### src/hw/rtl/sgb_pkg.sv
`default_nettype none
package sgb_pkg;

  localparam int MAX_SIDE       = 256;
  localparam int SIDE_BITS      = $clog2(MAX_SIDE);
  localparam int DIM_BITS       = SIDE_BITS + 1;
  localparam int MAX_TAPS       = 127;
  localparam int TAP_BITS       = $clog2(MAX_TAPS + 1);
  localparam int COEF_FRAC_BITS = 16;
  localparam int COEF_BITS      = 16;
  localparam int PIX_BITS       = 8;
  localparam int CHANNELS       = 3;
  localparam int PIX_WORD       = PIX_BITS * CHANNELS;
  // exact row sum: 8 x 16 bit products over up to 127 taps
  localparam int RF_BITS        = PIX_BITS + COEF_BITS + TAP_BITS;
  localparam int RF_WORD        = RF_BITS * CHANNELS;
  localparam int PROD_BITS      = RF_BITS + COEF_BITS;
  localparam int ACC_BITS       = PROD_BITS + TAP_BITS;
  localparam int ADDR_BITS      = 2 * SIDE_BITS;
  localparam int CFG_IDX_BITS   = 2;
  localparam int CFG_DATA_BITS  = 9;

  typedef enum logic [1:0] {
    CMD_COEF  = 2'd0,
    CMD_PIXEL = 2'd1,
    CMD_RUN   = 2'd2,
    CMD_READ  = 2'd3
  } cmd_t;

  typedef enum logic [1:0] {
    ST_OK   = 2'd0,
    ST_ADDR = 2'd1,
    ST_WIDE = 2'd2
  } status_t;

  typedef enum logic [CFG_IDX_BITS-1:0] {
    CFG_WIDTH  = 2'd0,
    CFG_HEIGHT = 2'd1,
    CFG_TAPS   = 2'd2
  } cfg_idx_t;

  typedef enum logic [1:0] {
    S_CLEAR,
    S_IDLE,
    S_READ,
    S_RUN
  } top_state_t;

  typedef enum logic [1:0] {
    SQ_IDLE,
    SQ_ISSUE,
    SQ_DRAIN
  } seq_state_t;

  // one multiply-accumulate step issued by the sequencer
  typedef struct packed {
    logic                 valid;
    logic                 pass;       // 0 row pass, 1 column pass
    logic                 first;
    logic                 last;
    logic                 zero_coef;
    logic [1:0]           chan;
    logic [TAP_BITS-1:0]  tap;
    logic [SIDE_BITS-1:0] rd_row;
    logic [SIDE_BITS-1:0] rd_col;
    logic [SIDE_BITS-1:0] wr_row;
    logic [SIDE_BITS-1:0] wr_col;
  } issue_t;

  // finished pixel from the accumulator
  typedef struct packed {
    logic                 valid;
    logic                 pass;
    logic [SIDE_BITS-1:0] row;
    logic [SIDE_BITS-1:0] col;
    logic [RF_WORD-1:0]   rf_data;
    logic [PIX_WORD-1:0]  blur_data;
  } wr_t;

endpackage
`default_nettype wire

### src/hw/rtl/sgb_mac.sv
`default_nettype none
module sgb_mac import sgb_pkg::*; (
  input  logic                 clk,
  input  logic                 rst,
  input  issue_t               iss,
  input  logic [PIX_WORD-1:0]  src_word,
  input  logic [RF_WORD-1:0]   rf_word,
  input  logic [COEF_BITS-1:0] coef_word,
  output wr_t                  wr
);

  function automatic logic [PIX_BITS-1:0] sat(input logic [ACC_BITS-1:0] a);
    logic [ACC_BITS-2*COEF_FRAC_BITS-1:0] v;
    v = a[ACC_BITS-1:2*COEF_FRAC_BITS];
    sat = (v > {{(ACC_BITS-2*COEF_FRAC_BITS-PIX_BITS){1'b0}}, {PIX_BITS{1'b1}}})
          ? {PIX_BITS{1'b1}} : v[PIX_BITS-1:0];
  endfunction

  issue_t                 s1;
  logic                   s1_valid;
  logic [RF_BITS-1:0]     operand;
  logic [COEF_BITS-1:0]   coef_eff;
  logic                   s2_valid, s2_first, s2_last, s2_pass;
  logic [1:0]             s2_chan;
  logic [SIDE_BITS-1:0]   s2_row, s2_col;
  logic [PROD_BITS-1:0]   prod;
  logic [ACC_BITS-1:0]    acc [CHANNELS];
  logic                   s3_valid, s3_pass;
  logic [SIDE_BITS-1:0]   s3_row, s3_col;

  // operand select for the channel of this step
  always_comb begin
    case (s1.chan)
      2'd0:    operand = s1.pass ? rf_word[RF_BITS-1:0]
                                 : RF_BITS'(src_word[PIX_BITS-1:0]);
      2'd1:    operand = s1.pass ? rf_word[2*RF_BITS-1:RF_BITS]
                                 : RF_BITS'(src_word[2*PIX_BITS-1:PIX_BITS]);
      default: operand = s1.pass ? rf_word[3*RF_BITS-1:2*RF_BITS]
                                 : RF_BITS'(src_word[3*PIX_BITS-1:2*PIX_BITS]);
    endcase
    coef_eff = s1.zero_coef ? '0 : coef_word;
  end

  // control follows the memory read latency
  always_ff @(posedge clk) begin
    if (rst) begin
      s1_valid <= 1'b0;
      s2_valid <= 1'b0;
      s3_valid <= 1'b0;
    end else begin
      s1_valid <= iss.valid;
      s2_valid <= s1_valid;
      s3_valid <= s2_valid && s2_last;
    end
  end

  // multiply stage, accumulate stage, write stage
  always_ff @(posedge clk) begin
    s1       <= iss;
    prod     <= operand * coef_eff;
    s2_first <= s1.first;
    s2_last  <= s1.last;
    s2_pass  <= s1.pass;
    s2_chan  <= s1.chan;
    s2_row   <= s1.wr_row;
    s2_col   <= s1.wr_col;
    if (s2_valid) begin
      acc[s2_chan] <= (s2_first ? '0 : acc[s2_chan]) + ACC_BITS'(prod);
    end
    s3_pass <= s2_pass;
    s3_row  <= s2_row;
    s3_col  <= s2_col;
  end

  always_comb begin
    wr.valid     = s3_valid;
    wr.pass      = s3_pass;
    wr.row       = s3_row;
    wr.col       = s3_col;
    wr.rf_data   = {acc[2][RF_BITS-1:0], acc[1][RF_BITS-1:0], acc[0][RF_BITS-1:0]};
    wr.blur_data = {sat(acc[2]), sat(acc[1]), sat(acc[0])};
  end

endmodule
`default_nettype wire

### config.mk
export PLATFORM = sky130hd
export DESIGN_NAME = sgb_mac
export DESIGN_NICKNAME = d
export VERILOG_FILES = /design/src/hw/rtl/sgb_pkg.sv /design/src/hw/rtl/sgb_mac.sv
export SDC_FILE = /design/constraint.sdc
export NUM_CORES = 2
export LEC_CHECK = 0
export ABC_CLOCK_PERIOD_IN_PS = 11850
export BUFFER_PORTS_ARGS = -buffer_cell sky130_fd_sc_hd__buf_2
export CAP_MARGIN = 25
export CORE_UTILIZATION = 55
export DETAILED_ROUTE_END_ITERATION = 6
export PLACE_DENSITY = 0.75
export SYNTH_ARGS = -nofsm -noshare
export SYNTH_HDL_FRONTEND = slang
export SYNTH_SLANG_ARGS = --single-unit
### constraint.sdc
create_clock -name clk -period 11.85 [get_ports clk]
set_input_delay 2.37 -clock clk [delete_from_list [all_inputs] [get_ports clk]]
set_output_delay 2.37 -clock clk [all_outputs]
set_load 0.005 [all_outputs]
==> summary by stage <==
Outcome
The flow ran to the end, and the final reports show no timing, DRC or antenna violations.

Logic synthesis
The cell area that synthesis handed to floorplanning was a little over 30000 µm². After synthesis the netlist holds a flip-flop and latch count of roughly 330. The number of synthesis warnings is 0.

The synthesized netlist cell count is 3035. The share of flip-flops with an asynchronous set or reset after synthesis is 0%. Averaged over all synthesized cells, the footprint is slightly above 10 µm². In the synthesized netlist the dominant register cell turns out to be edfxtp_1. Counting flops with a built-in enable in the synthesized netlist gives approximately 220.

For this run, the register share of the synthesized area comes to about 28%. The post-synthesis net count is between 3000 and 4000. Yosys mapped the design onto 71 distinct sky130hd cell types.

Timing
In the post-route analysis, the smallest setup slack over all paths is between 2 and 3 ns. For the final routed database, the setup TNS stands at 0 ns. The setup violation total in the final timing report is 0. The post-layout minimum cycle time is about 9.0 ns.

The final-report hold violation count is 0. The max-slew headroom at the worst pin is approximately a third. Setup repair after global routing left no endpoint under its margin.

The clock tree skew after final layout is 0.02120 ns. The max-slew violation count is 0. For this run, the top clock speed supported by timing is approximately 0.11 GHz. In the finished design, the share of the clock period the worst path needs comes to about three quarters. For the pin with the worst max-slew slack, the measured transition is ~1 ns.

Clock tree
The root buffer cell chosen for the clock tree is clkbuf_16. The post-cts repair resize count is 0. The CTS tree is yes. Counting every sink on the clock net gives between 300 and 400.

The count of H-tree levels built during CTS is 2. TritonCTS created 36 clock buffers. The number of setup buffers added after CTS is 0. The maximum count of clock buffers along a single path is 3. After clock tree synthesis, the flow added hold-fix buffers numbering 0. The later-pin clock latency in the skew report is about 0.54 ns. After clock tree synthesis, the clock-pin slew on the worst setup and hold paths is 0.06 ns.

Finish
The multi-input combinational cells in the finished layout cover a total of 19140 µm². The antenna diode instance count is 0. The filler cell count in the final layout is between 4000 and 5000. Once layout is done, the placed cells without fillers occupy roughly 33000 µm². Measured on the finished design, the core utilization comes to 60.65%. The area growth from synthesis to layout is 8.750%. The area used by sequential logic in the layout is between 8000 and 9000 µm². The final net count is 3917. In the final layout, the share of cells above drive strength 1 is ~16%.

Global routing
Entering global routing, the biggest net connects roughly 100 pins. The remaining global-route overflow is 0. The number of antenna violations at the first check in global routing is 0. Global routing used 28.86% of the available tracks.

The first global-routing pass estimated 126.2 mm of wire. The via count of the first global-routing pass is between 20000 and 25000.

Power and ir drop
The cell internal power dissipation is between 0.003 and 0.004 W. The power density relative to cell area is between 150 and 200 nW/µm². The net switching fraction of the power is approximately two fifths. In this run the power spent charging and discharging nets is 0.002284 W. The share of power burned in registers is between 20% and 30%. The share of total power dissipated in combinational logic is around half. The maximum vdd ir drop is 0.1179 mV. The clock network is responsible for about a fifth of the overall power. The leakage dissipation is 15.05 nW.

Floorplanning
The effective utilization at floorplan is 55.77%. The die area is roughly 57000 µm². The total I/O pin count is about 320. The area of the core is about 55000 µm². The floorplan has 86 rows. In this run the vertical extent of the chip is roughly 240 µm. The die is ~240 µm wide.

Place
The half-perimeter wire length after detailed placement is roughly 62 mm. Routability-driven placement finished with a final weighted congestion of around 1. The placed instance area is approximately 32000 µm².

The pre-CTS worst setup slack is approximately 2.2 ns. The count of port buffers added during placement is between 200 and 300.

Worst setup path
The endpoint arrival time on the critical path is 9.46 ns. The required arrival time at the worst endpoint is 12.30 ns. The reg2reg setup slack is about 3.8 ns. The worst setup path is launched from a primary input.

The maximum fanout along the worst path is 7. The cell count of the worst reg-to-reg path is 24. The endpoint of the worst-slack reg-to-reg timing path is prod[34]. The worst setup path category is primary input to register. The critical register-to-register path startpoint is s1[39]. The critical path starts at rf_word[13]. The worst setup path is captured at a register.

Min path
The hold-critical path depth is 0. The worst hold path terminates at s3_row[4]. The startpoint identified for the worst hold timing path is s2_row[4].

The class of the worst hold path is register to register.

Detailed routing
Dividing the detail-routed wire length by the instance count gives around 20 µm. The overall via count from detail_route is 22330. The count of nets left with antenna violations after detail routing is 0.

The number of violations reported at the end of detailed-routing iteration 0 is 1620. The total wire length after detailed routing is about 80 mm. Using the TritonRoute via totals, the vias-per-cell ratio works out to around 5.7. The first detailed-routing pass took 6 iterations. After detailed routing, the number of remaining DRC violations is 0.

Job
The number of max-capacitance violations reported is 0.
worst max-delay path: stages:
cell	delay [ns]
buf_2	0.12
mux2_2	0.27
o211ai_1	0.77
nor2_1	0.15
fa_1	0.57
inv_1	0.05
fa_1	0.44
fa_1	0.55
inv_1	0.05
fa_1	0.46
fa_1	0.51
inv_1	0.05
fa_1	0.47
inv_1	0.04
ha_1	0.37
a21oi_1	0.25
o21ai_1	0.14
a211o_1	0.24
nor3_1	0.43
o31ai_1	0.23
a221oi_1	0.46
o21ai_1	0.15
a21oi_1	0.19
xnor2_1	0.13
layout make-up:
type	count	area share, %
Clock inverter	17	0.6802
Sequential cell	326	25.99
Clock buffer	49	2.896
Multi-Input combinational cell	2014	57.18
Inverter	454	5.090
Tap cell	748	2.795
Timing Repair Buffer	333	5.367
synth_stat cells, drive strengths merged (22+ instances only):
cell | number | area [µm²]
nor2b | 83 | 519.3
dfxtp | 110 | 2202
fa | 405 | 8108
nand2 | 336 | 1261
xnor2 | 60 | 525.5
mux4 | 53 | 1194
o21ai | 55 | 279.0
nand4 | 26 | 162.7
ha | 166 | 2077
inv | 454 | 1704
nor2 | 269 | 1012
o211a | 23 | 230.2
mux2 | 22 | 247.7
xor2 | 31 | 271.5
a21oi | 118 | 605.6
buf | 120 | 820.8
edfxtp | 216 | 6486
o211ai | 27 | 202.7
or2 | 26 | 162.7
nand2b | 71 | 444.2
a21o | 47 | 354.1
clkbuf | 121 | 454.2
per-stage QoR:
stage	std cells	total power [W]	hold slack, ns
after CTS	3940	0.005562	0.3241
after detailed placement	3874	0.004413	0.3121
after global routing	3941	0.005981	0.3280
after floorplan	3035	0.003688	0.3096
final	3941	0.005566	0.3207
after global placement	3872	0.004327	0.3097
layout by cell type (no fill, tap or decap), types with 14 or more instances in the layout:
cell	synthesis	layout
nand2b_1	71	71
nand4_1	26	26
mux2_2	22	22
o21ai_0	44	44
ha_1	166	166
nand2_1	336	336
o211a_1	23	23
and3_1	15	14
edfxtp_1	216	216
xnor2_1	60	60
nand3_1	16	16
nor2b_1	83	82
buf_4	95	39
clkbuf_16	0	36
mux4_2	53	53
o21bai_1	16	16
fa_1	405	405
or2_2	26	26
a21o_1	46	46
dfxtp_1	110	104
a31oi_1	15	15
mux2i_1	16	16
inv_1	454	454
nor2_1	268	267
a21oi_1	116	115
xor2_1	31	31
o211ai_1	27	27
buf_2	11	292
a211oi_1	14	14
sequential cells by signal, indices dropped and copies added (netlist names):
signal / cells
s2_row: 8
s3_valid: 1
prod: 47
s1: 22
s3_col: 8
s1_valid: 1
acc: 216
s2_chan: 2
s3_row: 8
s2_first: 1
s2_valid: 1
s3_pass: 1
s2_col: 8
s2_pass: 1
s2_last: 1
worst max path at each step:
stage | endpoint | slack, ns | cells after the start
after CTS | prod[34] | 2.70 | 23
final | prod[34] | 2.85 | 24
after global placement | prod[34] | 2.27 | 23
after global routing | prod[34] | 2.55 | 24
after detailed placement | prod[34] | 2.17 | 23
after floorplan | prod[44] | 3.17 | 25
logic make-up (layout without fill, tap and decap cells):
family                     Yosys count  in the layout  share of synthesized area, %
AOI/OAI and AO/OA                  368            368                         8.023
buffers and inverters              695            853                         9.677
xor gates and xnor gates            91             91                         2.589
DFF                                326            326                         28.22
adders and majority gates          571            571                         33.08
muxes                               91             91                         5.202
and+or+nand+nor                    893            893                         13.20
power groups by stage:
stage	logic (W)	clock network (W)	registers, W
4_1_cts	0.00284	0.00115	0.00157
2_1_floorplan	0.00213	0	0.00156
3_5_place_dp	0.00282	0	0.00160
3_3_place_gp	0.00273	0	0.00159
5_1_grt	0.00321	0.00119	0.00158
6_report	0.00287	0.00112	0.00157
routing by layer:
layer	vias to the layer above	track usage [%]	wire, µm
met5	-	0	0
met4	0	12.08	3653
met3	171	5.958	7515
met2	1111	46.18	36750
met1	11070	38.33	32490
li1	9975	-	-
(Power assumes the default switching activity.)
