`config.mk`:
```
export PLATFORM = sky130hd
export DESIGN_NAME = sgb_seq
export DESIGN_NICKNAME = d
export VERILOG_FILES = /design/src/hw/rtl/sgb_pkg.sv /design/src/hw/rtl/sgb_seq.sv
export SDC_FILE = /design/constraint.sdc
export NUM_CORES = 1
export LEC_CHECK = 0
export BUFFER_PORTS_ARGS = -buffer_cell sky130_fd_sc_hd__buf_4
export CAP_MARGIN = 5
export CELL_PAD_IN_SITES_DETAIL_PLACEMENT = 0
export CELL_PAD_IN_SITES_GLOBAL_PLACEMENT = 1
export CORE_MARGIN = 2
export CORE_UTILIZATION = 46
export CTS_CLUSTER_DIAMETER = 40
export CTS_CLUSTER_SIZE = 14
export DETAILED_ROUTE_END_ITERATION = 8
export MAX_ROUTING_LAYER = met4
export PLACE_DENSITY_LB_ADDON = 0.05
export SYNTH_ARGS = -nofsm -noshare
export SYNTH_HDL_FRONTEND = slang
export SYNTH_SLANG_ARGS = --single-unit
```
`constraint.sdc`:
```
create_clock -name clk -period 17.2 [get_ports clk]
set_input_delay 2.58 -clock clk [delete_from_list [all_inputs] [get_ports clk]]
set_output_delay 2.58 -clock clk [all_outputs]
set_load 0.05 [all_outputs]
```
`src/hw/rtl/sgb_pkg.sv`:
```
`default_nettype none
package sgb_pkg;

  localparam int MAX_SIDE       = 256;
  localparam int SIDE_BITS      = $clog2(MAX_SIDE);
  localparam int DIM_BITS       = SIDE_BITS + 1;
  localparam int MAX_TAPS       = 127;
  localparam int TAP_BITS       = $clog2(MAX_TAPS + 1);
  localparam int COEF_FRAC_BITS = 16;
  localparam int COEF_BITS      = 16;
  localparam int PIX_BITS       = 8;
  localparam int CHANNELS       = 3;
  localparam int PIX_WORD       = PIX_BITS * CHANNELS;
  // exact row sum: 8 x 16 bit products over up to 127 taps
  localparam int RF_BITS        = PIX_BITS + COEF_BITS + TAP_BITS;
  localparam int RF_WORD        = RF_BITS * CHANNELS;
  localparam int PROD_BITS      = RF_BITS + COEF_BITS;
  localparam int ACC_BITS       = PROD_BITS + TAP_BITS;
  localparam int ADDR_BITS      = 2 * SIDE_BITS;
  localparam int CFG_IDX_BITS   = 2;
  localparam int CFG_DATA_BITS  = 9;

  typedef enum logic [1:0] {
    CMD_COEF  = 2'd0,
    CMD_PIXEL = 2'd1,
    CMD_RUN   = 2'd2,
    CMD_READ  = 2'd3
  } cmd_t;

  typedef enum logic [1:0] {
    ST_OK   = 2'd0,
    ST_ADDR = 2'd1,
    ST_WIDE = 2'd2
  } status_t;

  typedef enum logic [CFG_IDX_BITS-1:0] {
    CFG_WIDTH  = 2'd0,
    CFG_HEIGHT = 2'd1,
    CFG_TAPS   = 2'd2
  } cfg_idx_t;

  typedef enum logic [1:0] {
    S_CLEAR,
    S_IDLE,
    S_READ,
    S_RUN
  } top_state_t;

  typedef enum logic [1:0] {
    SQ_IDLE,
    SQ_ISSUE,
    SQ_DRAIN
  } seq_state_t;

  // one multiply-accumulate step issued by the sequencer
  typedef struct packed {
    logic                 valid;
    logic                 pass;       // 0 row pass, 1 column pass
    logic                 first;
    logic                 last;
    logic                 zero_coef;
    logic [1:0]           chan;
    logic [TAP_BITS-1:0]  tap;
    logic [SIDE_BITS-1:0] rd_row;
    logic [SIDE_BITS-1:0] rd_col;
    logic [SIDE_BITS-1:0] wr_row;
    logic [SIDE_BITS-1:0] wr_col;
  } issue_t;

  // finished pixel from the accumulator
  typedef struct packed {
    logic                 valid;
    logic                 pass;
    logic [SIDE_BITS-1:0] row;
    logic [SIDE_BITS-1:0] col;
    logic [RF_WORD-1:0]   rf_data;
    logic [PIX_WORD-1:0]  blur_data;
  } wr_t;

endpackage
`default_nettype wire

```
`src/hw/rtl/sgb_seq.sv`:
```
`default_nettype none
module sgb_seq import sgb_pkg::*; (
  input  logic                clk,
  input  logic                rst,
  input  logic                start,
  input  logic [DIM_BITS-1:0] width,
  input  logic [DIM_BITS-1:0] height,
  input  logic [TAP_BITS-1:0] taps,
  output issue_t              iss,
  output logic                done
);

  localparam logic [2:0] DRAIN_LAST = 3'd4;

  seq_state_t           state, state_next;
  logic                 pass;
  logic [SIDE_BITS-1:0] outer;
  logic [SIDE_BITS-1:0] inner;
  logic [TAP_BITS-1:0]  tap;
  logic [1:0]           chan;
  logic [2:0]           drain;

  logic [TAP_BITS-1:0]  tap_last;
  logic [TAP_BITS-2:0]  pad;
  logic [DIM_BITS-1:0]  n_in;
  logic [SIDE_BITS-1:0] lim_in;
  logic [SIDE_BITS-1:0] lim_out;
  logic                 chan_wrap, tap_wrap, in_wrap, out_wrap;
  logic signed [DIM_BITS+1:0] pos;
  logic [DIM_BITS:0]    pos_abs;
  logic [DIM_BITS:0]    refl;
  logic [SIDE_BITS-1:0] mir;

  // loop limits
  always_comb begin
    tap_last  = (taps == '0) ? '0 : taps - 1'b1;
    pad       = taps[TAP_BITS-1:1];
    n_in      = pass ? height : width;
    lim_in    = SIDE_BITS'(n_in - 1'b1);
    lim_out   = pass ? SIDE_BITS'(width - 1'b1) : SIDE_BITS'(height - 1'b1);
    chan_wrap = (chan == 2'(CHANNELS - 1));
    tap_wrap  = (tap == tap_last);
    in_wrap   = (inner == lim_in);
    out_wrap  = (outer == lim_out);
  end

  // reflect-101 source position along the filtered dimension
  always_comb begin
    pos     = $signed({3'b000, inner}) + $signed({4'b0000, tap})
              - $signed({5'b00000, pad});
    pos_abs = (pos < 0) ? (DIM_BITS+1)'(-pos) : (DIM_BITS+1)'(pos);
    refl    = ({n_in, 1'b0} - 2'd2) - pos_abs;
    mir     = (pos_abs >= {1'b0, n_in}) ? refl[SIDE_BITS-1:0] : pos_abs[SIDE_BITS-1:0];
  end

  always_comb begin
    iss.valid     = (state == SQ_ISSUE);
    iss.pass      = pass;
    iss.first     = (tap == '0);
    iss.last      = tap_wrap && chan_wrap;
    iss.zero_coef = (taps == '0);
    iss.chan      = chan;
    iss.tap       = tap;
    iss.rd_row    = pass ? mir : outer;
    iss.rd_col    = pass ? outer : mir;
    iss.wr_row    = pass ? inner : outer;
    iss.wr_col    = pass ? outer : inner;
    done          = (state == SQ_DRAIN) && (drain == DRAIN_LAST) && pass;
  end

  // next state
  always_comb begin
    state_next = state;
    case (state)
      SQ_IDLE:  if (start) state_next = SQ_ISSUE;
      SQ_ISSUE: if (chan_wrap && tap_wrap && in_wrap && out_wrap) state_next = SQ_DRAIN;
      SQ_DRAIN: begin
        if (drain == DRAIN_LAST) state_next = pass ? SQ_IDLE : SQ_ISSUE;
      end
      default:  state_next = SQ_IDLE;
    endcase
  end

  always_ff @(posedge clk) begin
    if (rst) begin
      state <= SQ_IDLE;
    end else begin
      state <= state_next;
    end
  end

  // loop counters
  always_ff @(posedge clk) begin
    if (rst) begin
      pass  <= 1'b0;
      outer <= '0;
      inner <= '0;
      tap   <= '0;
      chan  <= '0;
      drain <= '0;
    end else begin
      case (state)
        SQ_IDLE: begin
          pass  <= 1'b0;
          outer <= '0;
          inner <= '0;
          tap   <= '0;
          chan  <= '0;
          drain <= '0;
        end
        SQ_ISSUE: begin
          chan <= chan_wrap ? '0 : chan + 1'b1;
          if (chan_wrap) begin
            tap <= tap_wrap ? '0 : tap + 1'b1;
            if (tap_wrap) begin
              inner <= in_wrap ? '0 : inner + 1'b1;
              if (in_wrap) outer <= out_wrap ? '0 : outer + 1'b1;
            end
          end
          drain <= '0;
        end
        SQ_DRAIN: begin
          drain <= drain + 1'b1;
          if (drain == DRAIN_LAST) pass <= 1'b1;
        end
        default: drain <= '0;
      endcase
    end
  end

endmodule
`default_nettype wire

```
==> impl_results.md, run 1 <==
- Placer congestion estimate: 0.881
- TritonCTS Buffers: 5
- Seq/Total Area, Yosys: 0.143
- Starting Density: 0.473
- Syn Inst Count: 562
- Yosys warns: 0
- Min-delay worst type: reg2reg
- Std cell rows: 35
- Final wirelength: 11800 um
- Worst hold stages: 1
- Die width: 101 um
- Sink Count: 31
- Layout Nets: 700
- Post-synth EDFFs: 0
- Initial antenna violation count: 0
- Post-DP HPWL: 9450 um
- CTS max path bufs: 2
- DR iter-0 viols: 144
- Synth Area in Compound Gates: 0.192
- Top post-synthesis cells by area: dfxtp_1 14%, ha_1 12%, xnor2_1 8.3%
- Synth Area in XOR/XNOR: 0.107
- Top Usage Layer GRT: met2
- Leak pwr: 2.21 nW
- GRT overflow: 0
- IO buf count: 74
- Asr flop ratio synth: 0
- GR Util met1: 0.327
- Cell variety after synth: 71
- Synth area leader: dfxtp_1
- Post-Syn Nets: 640
- Flop2flop setup slack: 13.44 ns
- Skew final: 0.00816 ns
- VDD IR-drop max: 0.0325 mV
- Final hold vios: 0
- Worst path required time: 14.62 ns
- Vias per cell: 5.60
- Top_reg_cell synth: dfxtp_1
- Post-synthesis simple-gate area fraction: 0.224
- Setup TNS: 0 ns
- Layout cell share with drive strength beyond 1: 0.197
- Critical Path Source Type: input port
- DR WL/cell: 16.1 um
- Clock latency at the later pin of the worst-skew pair: 0.29 ns
- Antenna viol nets, final: 0
- I/O Pins: 75
- First-pass GRT wire length: 19100 um
- CP Capture Type: primary output
- Worst R2R Path Depth: 9
- Synthesized flop and latch total: 31
- Top cell type's share of synthesized area: 0.143
- Avg Inst Size Synth: 7.73 um2
- M2 GR Usage: 0.384
- Total vias in the final route: 4111
- Post-DP Area: 4930 um2
- Die area: 10200 um2
- Max cap viols: 0
- Largest family of logic cells by synthesized area: simple AND/OR/NAND/NOR gates
- Worst-Margin Slew: 0.798 ns
- PwrDens: 60.1 nW/um2
- Setup-failing EPs final: 0
- Critical Path AT: 7.75 ns
- Max_slew headroom: 0.468
- Area grow syn2layout: 16.2%
- H-tree levels: 2
- Period utilisation layout: 0.601
- TritonCTS clock tree: built
- Die H: 101 um
- Status: finished, final reports clean
- Fin crit period: 10.33 ns
- Setup CP Type: in2out
- Core Area: 9200 um2
- CTS root buffer: clkbuf_8
- Antenna cell count: 0
- Max Fclk: 96.8 MHz
- Post-CTS resize count: 0
- Design area: 5050 um2
- Most instantiated cells after synthesis: 59 x inv_1, 43 x ha_1, 43 x nand2_1
- DRC: 0
- DR pass1 iterations: 6
- Hold buffers post-CTS: 0
- Total GRT Usage: 0.242
- Worst-path fanout max: 6
- Slew Viols, Final: 0
- Number of global-route vias before repair: 3822
- Multiplexer share of the synthesized area: 0.0996
- Global routing usage on met3: 0.0386
- Setup bufs post-CTS: 0
- Largest net degree at the start of global routing: 47
- Clock transition at path regs: 0.08 ns
- RSZ-0062 raised after global routing: no
- Synth Cell Area: 4350 um2
- Adder-Cell Fraction of Synth Area: 0.156
- Most numerous cell in the Yosys netlist: inv_1
worst max-delay path, cell delays in order:
cell	delay (ns)
buf_4	0.14
fa_1	0.53
inv_1	0.06
fa_1	0.45
a211o_1	0.32
a2111o_1	0.38
o211ai_1	0.15
nor4bb_1	0.33
nor2b_1	0.10
xnor2_1	0.24
ha_1	0.29
a211oi_1	0.23
nand2_1	0.08
a31oi_1	0.13
o21ai_0	0.10
a31o_2	0.24
nor2_1	0.52
mux2_2	0.42
mux2_2	0.27
buf_4	0.19
area by class of cell:
type                    count  area [um2]
inverters                  61         229
clock inverters             2        35.0
fillers                   890        4150
flip-flops and latches     31         622
well taps                 111         139
multi-input cells         448        3380
clock buffers               6        82.6
repair buffers             75         563
where the power goes:
part / switching, mW / total, mW / internal (mW)
combinational: 0.0922 / 0.152 / 0.0595
sequential: 0.00190 / 0.0746 / 0.0727
clock: 0.0304 / 0.0773 / 0.0469
total: 0.125 / 0.304 / 0.179
layout by cell type, fill, tap and decap left out, drive strengths merged, types with 6 or more instances in the layout:
cell	instances
a21o	9
nand2	43
buf	75
clkbuf	6
mux2	18
a21oi	24
mux2i	23
and2	7
nor2	42
xor2	12
a32oi	7
nand3	18
nand2b	13
xnor2	41
a211oi	6
nor3	14
dfxtp	31
fa	7
nor2b	6
ha	43
nand4	9
inv	59
o21ai	29
o31ai	10
metrics by stage:
stage | power, mW | hold WS [ns] | util | std cells | setup slack, ns
after global placement | 0.227 | 0.430 | 0.536 | 726 | 6.99
final | 0.304 | 0.459 | 0.549 | 734 | 6.87
after global routing | 0.325 | 0.469 | 0.549 | 734 | 6.58
after CTS | 0.305 | 0.459 | 0.549 | 734 | 6.89
after floorplan | 0.188 | 0.417 | - | 562 | 7.04
after detailed placement | 0.228 | 0.441 | 0.536 | 726 | 6.91
state kept, by name (all words and copies together), names as in the netlist:
signal,cells
inner,8
outer,8
tap,7
drain,3
chan,2
state,2
pass,1
final timing paths:
kind / endpoint / from
worst max-delay path: iss[30] / taps[2]
worst min-delay path: drain[0] / drain[0]
worst max register to register: outer[1] / pass
worst min register to register: drain[0] / drain[0]
metal layers:
metal	wire [um]	share of wire
met1	5640	0.48
met2	5550	0.47
met3	530	0.045
met4	87	0.0074
met5	0	0
logic make-up (layout without fill, tap and decap cells):
group	count (synthesis)	after routing
and+or+nand+nor	186	186
AOI/OAI and AO/OA	118	118
buffers and inverters	83	144
xor gates and xnor gates	53	53
adders and majority gates	50	50
muxes	41	41
DFF	31	31
Note: power is estimated with default switching activity, not from simulation.
==> run 2, diff against run 1 <==
--- a/config.mk
+++ b/config.mk
@@ -10,7 +10,7 @@
 export CELL_PAD_IN_SITES_DETAIL_PLACEMENT = 0
 export CELL_PAD_IN_SITES_GLOBAL_PLACEMENT = 1
 export CORE_MARGIN = 2
-export CORE_UTILIZATION = 46
+export CORE_UTILIZATION = 38
 export CTS_CLUSTER_DIAMETER = 40
 export CTS_CLUSTER_SIZE = 14
 export DETAILED_ROUTE_END_ITERATION = 8
==> constraint.sdc (replaced) <==
create_clock -name clk -period 9.02 [get_ports clk]
set_input_delay 1.353 -clock clk [delete_from_list [all_inputs] [get_ports clk]]
set_output_delay 1.353 -clock clk [all_outputs]
set_load 0.05 [all_outputs]
==> run 2 against run 1 <==
  * Critical path depth unchanged
  * Critical path type unchanged
  * Core utilization decreased by 9.4 points
  * Die area increased by 20%
  * Critical endpoint is now iss[21]
  * Register-to-register slack got worse by 8.6 ns
  * Cell area increased by 1.6%
==> impl_results.md, run 2 (same netlist as run 1, synthesis figures left out) <==
- Status: finished, final reports clean
- CTS root buffer: clkbuf_16
- DR iter-0 viols: 196 (+36%)
- Vias per cell: 5.40 (-3.6%)
- VDD IR-drop max: 0.0622 mV (+91%)
- DR WL/cell: 16.5 um (+2.7%)
- Skew final: 0.00497 ns (-0.00319 ns)
- Antenna cell count: 0 (unchanged)
- Max_slew headroom: 0.574 (+0.107)
- Starting Density: 0.386 (-0.0870)
- Leak pwr: 2.23 nW (+0.68%)
- IO buf count: 74 (unchanged)
- Hold buffers post-CTS: 0 (unchanged)
- Layout Nets: 700 (unchanged)
- Total GRT Usage: 0.207 (-0.0348)
- DR pass1 iterations: 4 (-2)
- I/O Pins: 75 (unchanged)
- Period utilisation layout: 0.877
- Die width: 111 um (+9.6%)
- DRC: 0 (unchanged)
- Final hold vios: 0 (unchanged)
- Fillers: 1171 (+32%)
- Clock transition at path regs: 0.05 ns (-0.03 ns)
- Min-delay worst type: reg2reg
- Critical Path Source Type: input port
- Fin crit period: 7.91 ns
- Core Area: 11300 um2 (+23%)
- HP Start: drain[0]
- Number of global-route vias before repair: 3821 (-0.026%)
- Largest net degree at the start of global routing: 47 (unchanged)
- Largest regs: inner: 8 flops, outer: 8 flops, tap: 7 flops
- GRT overflow: 0 (unchanged)
- Worst-path fanout max: 6 (unchanged)
- Slew Viols, Final: 0 (unchanged)
- Most frequent cells in the layout: 75 x buf_4, 59 x inv_1, 43 x nand2_1, 43 x ha_1, 42 x nor2_1
- Area grow syn2layout: 18.1%
- Initial antenna violation count: 0 (unchanged)
- Setup-failing EPs final: 0 (unchanged)
- Critical Path AT: 6.56 ns (-1.19 ns)
- Setup bufs post-CTS: 0 (unchanged)
- TritonCTS clock tree: built
- PwrDens: 120 nW/um2 (+99%)
- Setup TNS: 0 ns (unchanged)
- Antenna viol nets, final: 0 (unchanged)
- Post-CTS resize count: 0 (unchanged)
- Max Fclk: 126 MHz
- Finished Layout Cells: 766 (+4.4%)
- First-pass GRT wire length: 20200 um (+6.1%)
- Placer congestion estimate: 0.847 (-3.8%)
- CP Capture Type: primary output
- Commonest non-fill, non-tap cell in the layout: buf_4
- Die area: 12300 um2 (+20%)
- DP Cell Count: 758 (+4.4%)
- CTS max path bufs: 2 (unchanged)
- Origin of the worst setup path: taps[2]
- RSZ-0062 raised after global routing: no
- Worst-Margin Slew: 0.639 ns (-0.160 ns)
- Die H: 111 um (+9.6%)
- Final wirelength: 12600 um (+7.1%)
- Post-DP HPWL: 10200 um (+7.9%)
- Std cell rows: 39 (+11%)
- Max cap viols: 0 (unchanged)
- Clock latency at the later pin of the worst-skew pair: 0.28 ns (about the same)
- H-tree levels: 2 (unchanged)
- Reg-to-Reg Start: pass
- Worst path required time: 7.67 ns (-6.95 ns)
- TritonCTS Buffers: 5 (unchanged)
- Layout cell share with drive strength beyond 1: 0.197 (unchanged)
- Sink Count: 31 (unchanged)
- Setup CP Type: in2out
- Total vias in the final route: 4135 (+0.58%)
==> run 2: cell types whose count changed in the layout (fill, tap and decap cells not counted), sizes merged <==
cell / before / now
bufinv: 1 / 0
clkbuf: 6 / 7
clkinv: 3 / 2
clkinvlp: 0 / 1
==> run 2: final cells by class <==
cell class	instances	area, um2	area share
clock buffers	7	153	0.0297
clock inverters	1	7.51	0.00146
inverters	61	229	0.0446
multi-input cells	448	3380	0.659
flip-flops and latches	31	622	0.121
well taps	143	179	0.0349
repair buffers	75	563	0.110
==> run 2: worst paths after layout <==
check                           depth (start not counted)        to  slack [ns]
worst min-delay path                                    1  drain[0]        0.45
worst min register to register                          1  drain[0]        0.45
worst max-delay path                                   20   iss[21]        1.11
worst max register to register                         10  outer[1]        4.81
==> run 2: stage by stage <==
step / setup slack (ns) / instance area (um2) / util / hold slack [ns] / total power [mW]
after floorplan: 1.32 / 4350 / - / 0.417 / 0.358
after global placement: 1.22 / 4970 / 0.441 / 0.430 / 0.439
after detailed placement: 1.11 / 4970 / 0.441 / 0.444 / 0.438
after CTS: 1.09 / 5130 / 0.455 / 0.451 / 0.619
after global routing: 0.814 / 5130 / 0.455 / 0.488 / 0.655
final: 1.11 / 5130 / 0.455 / 0.447 / 0.614
==> run 2: layer usage <==
layer / track usage / wire, um / share of wire
met4: 0.0425 / 127 / 0.010
met1: 0.283 / 6190 / 0.49
met3: 0.0268 / 335 / 0.027
met2: 0.330 / 5990 / 0.47
met5: - / 0 / 0
==> run 2: worst max-delay path, stage by stage <==
cell and delay, ns:
buf_4 0.14, fa_1 0.55, inv_1 0.08, fa_1 0.45
a211o_1 0.32, a2111o_1 0.37, o211ai_1 0.15, nor4bb_1 0.34
nor2b_1 0.10, xnor2_1 0.24, ha_1 0.28, a211oi_1 0.23
nand2_1 0.08, a31oi_1 0.14, o21ai_0 0.10, a31o_2 0.24
nor2_1 0.50, mux2_2 0.44, mux2_2 0.26, buf_4 0.19
==> run 2: power breakdown <==
| group | total (mW) | leakage (nW) | switching [mW] | internal (mW) |
|---|---|---|---|---|
| clock network | 0.179 | 0.0761 | 0.0617 | 0.117 |
| logic | 0.293 | 1.90 | 0.179 | 0.114 |
| registers | 0.143 | 0.251 | 0.00382 | 0.139 |
==> run 3, diff against run 2 <==
--- a/config.mk
+++ b/config.mk
@@ -7,10 +7,8 @@
 export LEC_CHECK = 0
 export BUFFER_PORTS_ARGS = -buffer_cell sky130_fd_sc_hd__buf_4
 export CAP_MARGIN = 5
-export CELL_PAD_IN_SITES_DETAIL_PLACEMENT = 0
-export CELL_PAD_IN_SITES_GLOBAL_PLACEMENT = 1
 export CORE_MARGIN = 2
-export CORE_UTILIZATION = 38
+export CORE_UTILIZATION = 53
 export CTS_CLUSTER_DIAMETER = 40
 export CTS_CLUSTER_SIZE = 14
 export DETAILED_ROUTE_END_ITERATION = 8
==> run 3 against run 2 <==
  * Non-clock buffer count unchanged
  * Die area shrank 27%
  * Clock power decreased by 37%
  * Combinational power barely moved
  * Sequential power about the same
  * Setup slack improved by 0.048 ns
  * Wire length decreased by 5.5%
  * Critical path depth is the same
  * Total power shrank 11%
  * Final cell count shrank 5.1%
  * Worst hold slack improved by 0.0025 ns
  * Critical path type unchanged
  * Critical endpoint unchanged
  * Largest cell class unchanged
  * Largest power group unchanged
==> impl_results.md, run 3 (same netlist as run 1, synthesis figures left out) <==
- Setup bufs post-CTS: 0 (unchanged)
- Area grow syn2layout: 15.3%
- Sink Count: 31 (unchanged)
- CP Capture Type: primary output
- Layout cell share with drive strength beyond 1: 0.196 (-0.00129)
- Reg area: 622 um2 (unchanged)
- Worst R2R Path Depth: 10 (unchanged)
- Clock transition at path regs: 0.06 ns (about the same)
- Final hold vios: 0 (unchanged)
- Max Fclk: 127 MHz (+0.61%)
- Initial antenna violation count: 0 (unchanged)
- IO buf count: 74 (unchanged)
- Setup CP Type: in2out
- Total GRT Usage: 0.271 (+0.0635)
- CTS max path bufs: 2 (unchanged)
- H-tree levels: 2 (unchanged)
- Largest net degree at the start of global routing: 51 (+8.5%)
- Layout Nets: 700 (unchanged)
- DR WL/cell: 16.4 um (-0.45%)
- Commonest non-fill, non-tap cell in the layout: buf_4
- Antenna cell count: 0 (unchanged)
- Fin util: 0.620 (+0.164)
- Design area: 5010 um2 (-2.3%)
- Number of global-route vias before repair: 3892 (+1.9%)
- DR iter-0 viols: 226 (+15%)
- Setup-failing EPs final: 0 (unchanged)
- Die width: 94.6 um (-15%)
- Crit path to: iss[21]
- Worst-Margin Slew: 0.728 ns (+0.0898 ns)
- Die area: 8940 um2 (-27%)
- Skew final: 0.00533 ns (+0.000368 ns)
- RSZ-0062 raised after global routing: no
- Period utilisation layout: 0.872 (-0.00530)
- TritonCTS clock tree: built
- DR pass1 iterations: 5 (+1)
- Worst path required time: 7.67 ns (about the same)
- CTS root buffer: clkbuf_8
- Finished Layout Cells: 727 (-5.1%)
- Post-DP Area: 4930 um2 (-0.96%)
- Post-CTS resize count: 0 (unchanged)
- DRC: 0 (unchanged)
- Worst-path fanout max: 6 (unchanged)
- VDD IR-drop max: 0.0478 mV (-23%)
- Slew Viols, Final: 0 (unchanged)
- DP Cell Count: 720 (-5.0%)
- Origin of the worst setup path: taps[2]
- R2R Path End: outer[7]
- Min-delay worst type: reg2reg
- Total vias in the final route: 4262 (+3.1%)
- Critical Path Source Type: input port
- Setup TNS: 0 ns (unchanged)
- First-pass GRT wire length: 19000 um (-6.3%)
- GRT overflow: 0 (unchanged)
- Hold buffers post-CTS: 0 (unchanged)
- Final wirelength: 11900 um (-5.5%)
- Most frequent cells in the layout: 75 x buf_4, 59 x inv_1, 43 x nand2_1, 43 x ha_1, 42 x nor2_1
- Core Area: 8090 um2 (-28%)
- Leak pwr: 2.20 nW (-1.3%)
- Critical Path AT: 6.51 ns (-0.05 ns)
- Antenna viol nets, final: 0 (unchanged)
- Std cell rows: 33 (-15%)
- Fin crit period: 7.86 ns (-0.0478 ns)
- Vias per cell: 5.86 (+8.6%)
- Clock latency at the later pin of the worst-skew pair: 0.28 ns (about the same)
- I/O Pins: 75 (unchanged)
- PwrDens: 109 nW/um2 (-9.1%)
- Fillers: 773 (-34%)
- Starting Density: 0.537 (+0.151)
- Largest regs: inner: 8 flops, outer: 8 flops, tap: 7 flops
- Max cap viols: 0 (unchanged)
- Post-DP HPWL: 9550 um (-6.3%)
- Flop2flop setup slack: 5.28 ns (+0.47 ns)
- Reg-to-Reg Start: pass
- Status: finished, final reports clean
- Die H: 94.6 um (-15%)
- Min Hold Slack: 0.449 ns (+0.00246 ns)
- Max_slew headroom: 0.514 (-0.0599)
- TritonCTS Buffers: 5 (unchanged)
- Multi-input logic area: 3380 um2 (unchanged)
- Placer congestion estimate: 0.891 (+5.1%)
-- run 3: routing by layer --
metal / part of all wire / wire length [um] / vias up / GRT usage
met3: 0.044 / 526 / 19 / 0.0263
met2: 0.49 / 5850 / 104 / 0.460
met5: 0 / 0 / - / -
li1: - / - / 2098 / -
met4: 0.012 / 142 / 0 / 0.0543
met1: 0.45 / 5420 / 2041 / 0.352
-- run 3: area by class of cell --
class	instances	share of cell area
clock buffers	6	0.0165
clock inverters	1	0.000998
inverters	61	0.0457
multi-input cells	448	0.674
flip-flops and latches	31	0.124
well taps	105	0.0262
repair buffers	75	0.112
-- run 3: worst min path at each step --
stage / end / from / cells past startpoint / slack (ns)
final: drain[0] / drain[0] / 1 / 0.45
after global routing: drain[0] / drain[0] / 1 / 0.48
after CTS: drain[0] / drain[0] / 1 / 0.46
after detailed placement: drain[0] / drain[0] / 1 / 0.44
after global placement: drain[0] / drain[0] / 1 / 0.43
after floorplan: drain[0] / drain[0] / 1 / 0.42
-- run 3: where the power goes --
group,internal [mW],leakage (nW),switching [mW]
sequential,0.139,0.251,0.00366
combinational,0.114,1.90,0.177
clock,0.0598,0.0470,0.0523
total,0.313,2.20,0.233
-- run 3: through the flow --
stage	power, mW	setup WS, ns
2_1_floorplan	0.358	1.32
3_3_place_gp	0.430	1.30
3_5_place_dp	0.434	1.16
4_1_cts	0.546	1.16
5_1_grt	0.581	0.865
6_report	0.546	1.16
-- run 3: worst max-delay path, stage by stage --
cell	delay [ns]
buf_4	0.14
fa_1	0.53
inv_1	0.07
fa_1	0.45
a211o_1	0.32
a2111o_1	0.37
o211ai_1	0.15
nor4bb_1	0.32
nor2b_1	0.10
xnor2_1	0.24
ha_1	0.29
a211oi_1	0.23
nand2_1	0.08
a31oi_1	0.13
o21ai_0	0.10
a31o_2	0.25
nor2_1	0.50
mux2_2	0.42
mux2_2	0.27
buf_4	0.19
